--- config.mk ---
export PLATFORM = sky130hd
export DESIGN_NAME = sgc_queue
export DESIGN_NICKNAME = d
export VERILOG_FILES = /design/src/sgc_pkg.sv /design/src/sgc_queue.sv
export SDC_FILE = /design/constraint.sdc
export NUM_CORES = 1
export LEC_CHECK = 0
export ABC_AREA = 1
export ABC_CLOCK_PERIOD_IN_PS = 1310
export BUFFER_PORTS_ARGS = -buffer_cell sky130_fd_sc_hd__buf_2
export CAP_MARGIN = 20
export CORE_MARGIN = 4
export CORE_UTILIZATION = 45
export DETAILED_ROUTE_END_ITERATION = 16
export GPL_TIMING_DRIVEN = 0
export HOLD_SLACK_MARGIN = 0.06
export PLACE_DENSITY = 0.73
export SYNTH_ARGS = -nofsm -noshare
export SYNTH_HDL_FRONTEND = slang
export SYNTH_SLANG_ARGS = --single-unit
export TNS_END_PERCENT = 50
--- constraint.sdc ---
create_clock -name clk -period 1.31 [get_ports clk]
set_input_delay 0.131 -clock clk [delete_from_list [all_inputs] [get_ports clk]]
set_output_delay 0.131 -clock clk [all_outputs]
set_load 0.05 [all_outputs]
--- src/sgc_pkg.sv ---
// Shared types and constants for the exact-gcd subset counter.
// No dependencies; imported by every module of the block.
`default_nettype none
package sgc_pkg;

  localparam int unsigned MOD_W = 31;
  localparam int unsigned VAL_W = 12;
  localparam int unsigned OP_W = 2;
  localparam int unsigned MUL_CNT_W = $clog2(MOD_W + 1);
  localparam logic [MOD_W-1:0] MOD_RESET = 31'd1000000007;

  localparam logic [OP_W-1:0] OP_LOAD  = 2'd0;
  localparam logic [OP_W-1:0] OP_QUERY = 2'd1;
  localparam logic [OP_W-1:0] OP_CLEAR = 2'd2;

  typedef enum logic [1:0] {
    KIND_LOAD,
    KIND_QUERY,
    KIND_CLEAR
  } kind_t;

  typedef struct packed {
    kind_t             kind;
    logic [VAL_W-1:0]  value;
  } item_t;

  typedef enum logic [3:0] {
    ST_CLEAR,
    ST_IDLE,
    ST_LOAD_WR,
    ST_S_ISSUE,
    ST_S_TAKE,
    ST_P_BIT,
    ST_P_SQ,
    ST_P_DBL,
    ST_P_WR,
    ST_M_RDK,
    ST_M_TAKEK,
    ST_M_ISSUE,
    ST_M_TAKE,
    ST_M_WR,
    ST_Q_RD,
    ST_Q_OUT
  } state_t;

  // (x + y) mod m, both operands below m
  function automatic logic [MOD_W-1:0] modadd(input logic [MOD_W-1:0] x,
                                              input logic [MOD_W-1:0] y,
                                              input logic [MOD_W-1:0] m);
    logic [MOD_W:0] s;
    s = {1'b0, x} + {1'b0, y};
    if (s >= {1'b0, m}) s = s - {1'b0, m};
    return s[MOD_W-1:0];
  endfunction

  // (x - y) mod m, both operands below m
  function automatic logic [MOD_W-1:0] modsub(input logic [MOD_W-1:0] x,
                                              input logic [MOD_W-1:0] y,
                                              input logic [MOD_W-1:0] m);
    logic [MOD_W-1:0] d;
    if (x >= y) d = x - y;
    else d = x + (m - y);
    return d;
  endfunction

endpackage
`default_nettype wire

--- src/sgc_queue.sv ---
// Two-entry queue between front end and back end.
// Depends on sgc_pkg.
`default_nettype none
module sgc_queue
  import sgc_pkg::*;
(
  input  wire logic  clk,
  input  wire logic  rst,
  input  wire logic  push,
  input  item_t      push_item,
  output logic       full,
  output logic       head_valid,
  output item_t      head_item,
  input  wire logic  pop
);

  item_t      slots [2];
  logic       wr_ptr;
  logic       rd_ptr;
  logic [1:0] fill;

  assign full       = fill == 2'd2;
  assign head_valid = fill != 2'd0;
  assign head_item  = slots[rd_ptr];

  always_ff @(posedge clk) begin
    if (push) slots[wr_ptr] <= push_item;
  end

  always_ff @(posedge clk) begin
    if (rst) begin
      wr_ptr <= 1'b0;
      rd_ptr <= 1'b0;
      fill   <= 2'd0;
    end else begin
      if (push) wr_ptr <= !wr_ptr;
      if (pop) rd_ptr <= !rd_ptr;
      fill <= fill + 2'(push) - 2'(pop);
    end
  end

endmodule
`default_nettype wire

==> results.json <==
{
  "cp.arrival_ns": 1.33,
  "crit_type": "flop to primary output",
  "rrSetupSlack_ns": 0.13,
  "num_vias": 788,
  "end_kind": "primary output",
  "dieArea_um2": 3640,
  "critical-path-top-delay-family": "flip-flops",
  "grt_max_degree": 16,
  "final_core_util": 0.753,
  "synthDistinctLibCells": 12,
  "hold-path-endpoint": "wr_ptr",
  "synth_area_um2": 1230,
  "drt_pass1_iterations": 4,
  "via_per_inst": 4.83,
  "cp.required_ns": 1.18,
  "grt_use_met1": 0.165,
  "finClkSkew_ns": 0.00496,
  "drt-wirelength-per-cell_um": 14.4,
  "layout-drive-gt1-share": 0.466,
  "clockRootBuffer": "clkbuf_4",
  "power_density_nw_per_um2": 1320,
  "clk_pin_slew_ns": 0.09,
  "hold_viol": 0,
  "total_power_w": 0.00254,
  "path_max_fanout": 5,
  "fmax_ghz": 0.683,
  "crit_buf_inv": 2,
  "p_leak_nw": 0.806,
  "fin_crit_ns": 1.46,
  "cpPeakStageDelay_ns": 0.41,
  "cts_tree": "built",
  "synth-seq-cells": 33,
  "grt_util_met3": 0.0596,
  "grt_pass1_wl_mm": 3.82,
  "dieHeight_um": 60.4,
  "track_usage": 0.150,
  "max_slew.worst_pin.slew_ns": 0.439,
  "gp_congestion": 0.661,
  "die_x_um": 60.4,
  "ir_drop_uv": 1140,
  "hpwl_mm": 1.40,
  "cpMaxStageDelayCell": "dfxtp_4",
  "drt_iter0_drc": 19,
  "core.rowCount": 18,
  "reg2reg_from": "fill[0]",
  "grt-busiest-layer": "met2",
  "drc": 0,
  "first_global_vias": 852,
  "grtUsageMet2": 0.264,
  "min_from": "push",
  "synth_nets": 94,
  "slew_headroom": 0.707,
  "htreeDepth": 2,
  "cts_buffer_depth": 2,
  "rsz0062_at_grt": "true",
  "slew_viol_final": 0,
  "worstRegToRegCells": 6,
  "avgSynthCellArea_um2": 16.7,
  "ys.warnings.count": 0,
  "clkLatencyLatePin_ns": 0.33,
  "r2r-end": "fill[1]",
  "start_util": 0.485,
  "hp-class": "input pin to flop",
  "core_um2": 2540,
  "cp-start-kind": "flop",
  "antenna_found_initial": 0,
  "diodes": 0,
  "area_growth_pct": 55.4,
  "crit_path_cell_trace": "buf_16 -> mux2_4 -> buf_8",
  "synth-seq-area-share": 0.763,
  "wl_mm": 2.35,
  "min_path_cells": 3,
  "syn_inst": 74,
  "final_nets": 152,
  "violations": "setup timing",
  "port_buffers": 33,
  "numCtsBuffers": 5,
  "status": "complete, but fails checks",
  "clock-sinks": 33,
  "drv_cap": 0,
  "setup_ws_ns": -0.154,
  "placedCellCount": 137,
  "overflow": 0,
  "min_period_over_period": 1.12,
  "drtAntennaViolNets": 0,
  "finalSetupViolations": 14,
  "stdcell_count": 163,
  "io_pins": 34
}
==> synth_stat cells, drive strengths merged <==
master / count / area (um^2)
nor2: 7 / 26.3
a21oi: 1 / 5.00
mux2: 14 / 158
nand2: 5 / 18.8
edfxtp: 28 / 841
nor3: 1 / 5.00
xnor2: 1 / 8.76
buf: 1 / 11.3
nand3: 1 / 5.00
dfxtp: 5 / 100
inv: 8 / 30.0
ha: 2 / 25.0
==> flip-flops by register name (all words and copies together), names as in the netlist, named ones only <==
register / cells
rd_ptr: 1
slots: 28
wr_ptr: 1
fill: 2
==> where the power goes <==
group | total [W] | leakage [nW] | switching (W) | internal [W]
logic | 0.000669 | 0.460 | 0.000361 | 0.000308
registers | 0.00124 | 0.305 | 0.0000297 | 0.00121
clock network | 0.000630 | 0.0413 | 0.000319 | 0.000311
==> per-layer routing <==
metal | wire length, um | vias to the layer above
met3 | 207 | 2
met1 | 910 | 373
met2 | 1210 | 31
li1 | - | 382
met4 | 19 | 0
met5 | 0 | -
==> metrics by stage <==
stage | TNS, ns | setup slack [ns] | hold slack (ns) | cell area, um^2
4_1_cts | -2.29 | -0.173 | 0.0873 | 1910
6_report | -2.03 | -0.154 | 0.102 | 1920
2_1_floorplan | 0 | 0.171 | 0.202 | 1240
5_1_grt | -2.77 | -0.207 | 0.106 | 1920
3_3_place_gp | -0.00196 | -0.00196 | 0.320 | 1440
3_5_place_dp | -0.163 | -0.0170 | 0.323 | 1440
==> worst max path at each step <==
stage,to,cells after the start,slack [ns],start
final,head_item[3],3,-0.15,flop
after global routing,head_item[8],3,-0.21,flop
after CTS,head_item[12],3,-0.17,flop
after detailed placement,head_item[9],3,-0.02,flop
after global placement,head_item[9],3,-0.002,flop
after floorplan,head_item[10],2,0.17,flop
==> area by class of cell <==
class / count / area (um^2)
multi-input cells: 32 / 312
plain buffers: 1 / 15.0
clock buffers: 7 / 65.1
inverters: 8 / 33.8
clock inverters: 1 / 5.00
well taps: 30 / 37.5
fillers: 153 / 628
repair buffers: 51 / 504
flip-flops and latches: 33 / 945
==> layout by cell type (no fill, tap or decap), drive strengths merged <==
| master | count |
|---|---|
| xnor2 | 1 |
| nand2 | 5 |
| dfxtp | 5 |
| inv | 7 |
| clkbuf | 8 |
| buf | 36 |
| clkinvlp | 1 |
| ha | 2 |
| clkinv | 1 |
| edfxtp | 28 |
| nor3 | 1 |
| mux2 | 14 |
| dlygate4sd3 | 15 |
| nor2 | 7 |
| nand3 | 1 |
| a21oi | 1 |
==> cell families after synthesis <==
group,after synthesis,share of synthesized area
buffers and inverters,9,0.0335
adders and majority gates,2,0.0203
xor gates and xnor gates,1,0.00710
AOI/OAI and AO/OA,1,0.00405
muxes,14,0.128
and+or+nand+nor,14,0.0446
DFF,33,0.763
==> repair_timing <==
| action | in CTS | in global routing |
|---|---|---|
| hold endpoints to repair | 32 | 0 |
| hold buffers | 15 | 0 |
| resized for setup | 62 | 2 |
| buffers inserted | 2 | 0 |
| endpoints found under the setup margin | 28 | 29 |
| cloned | 1 | 0 |
==> worst register-to-register path, cell delays in order, from the launching register on <==
cell,delay [ns]
dfxtp_1,0.34
inv_1,0.05
ha_1,0.26
inv_1,0.03
ha_1,0.18
a21oi_1,0.14
nor2_1,0.07
Power figures use the tool's default switching activity.
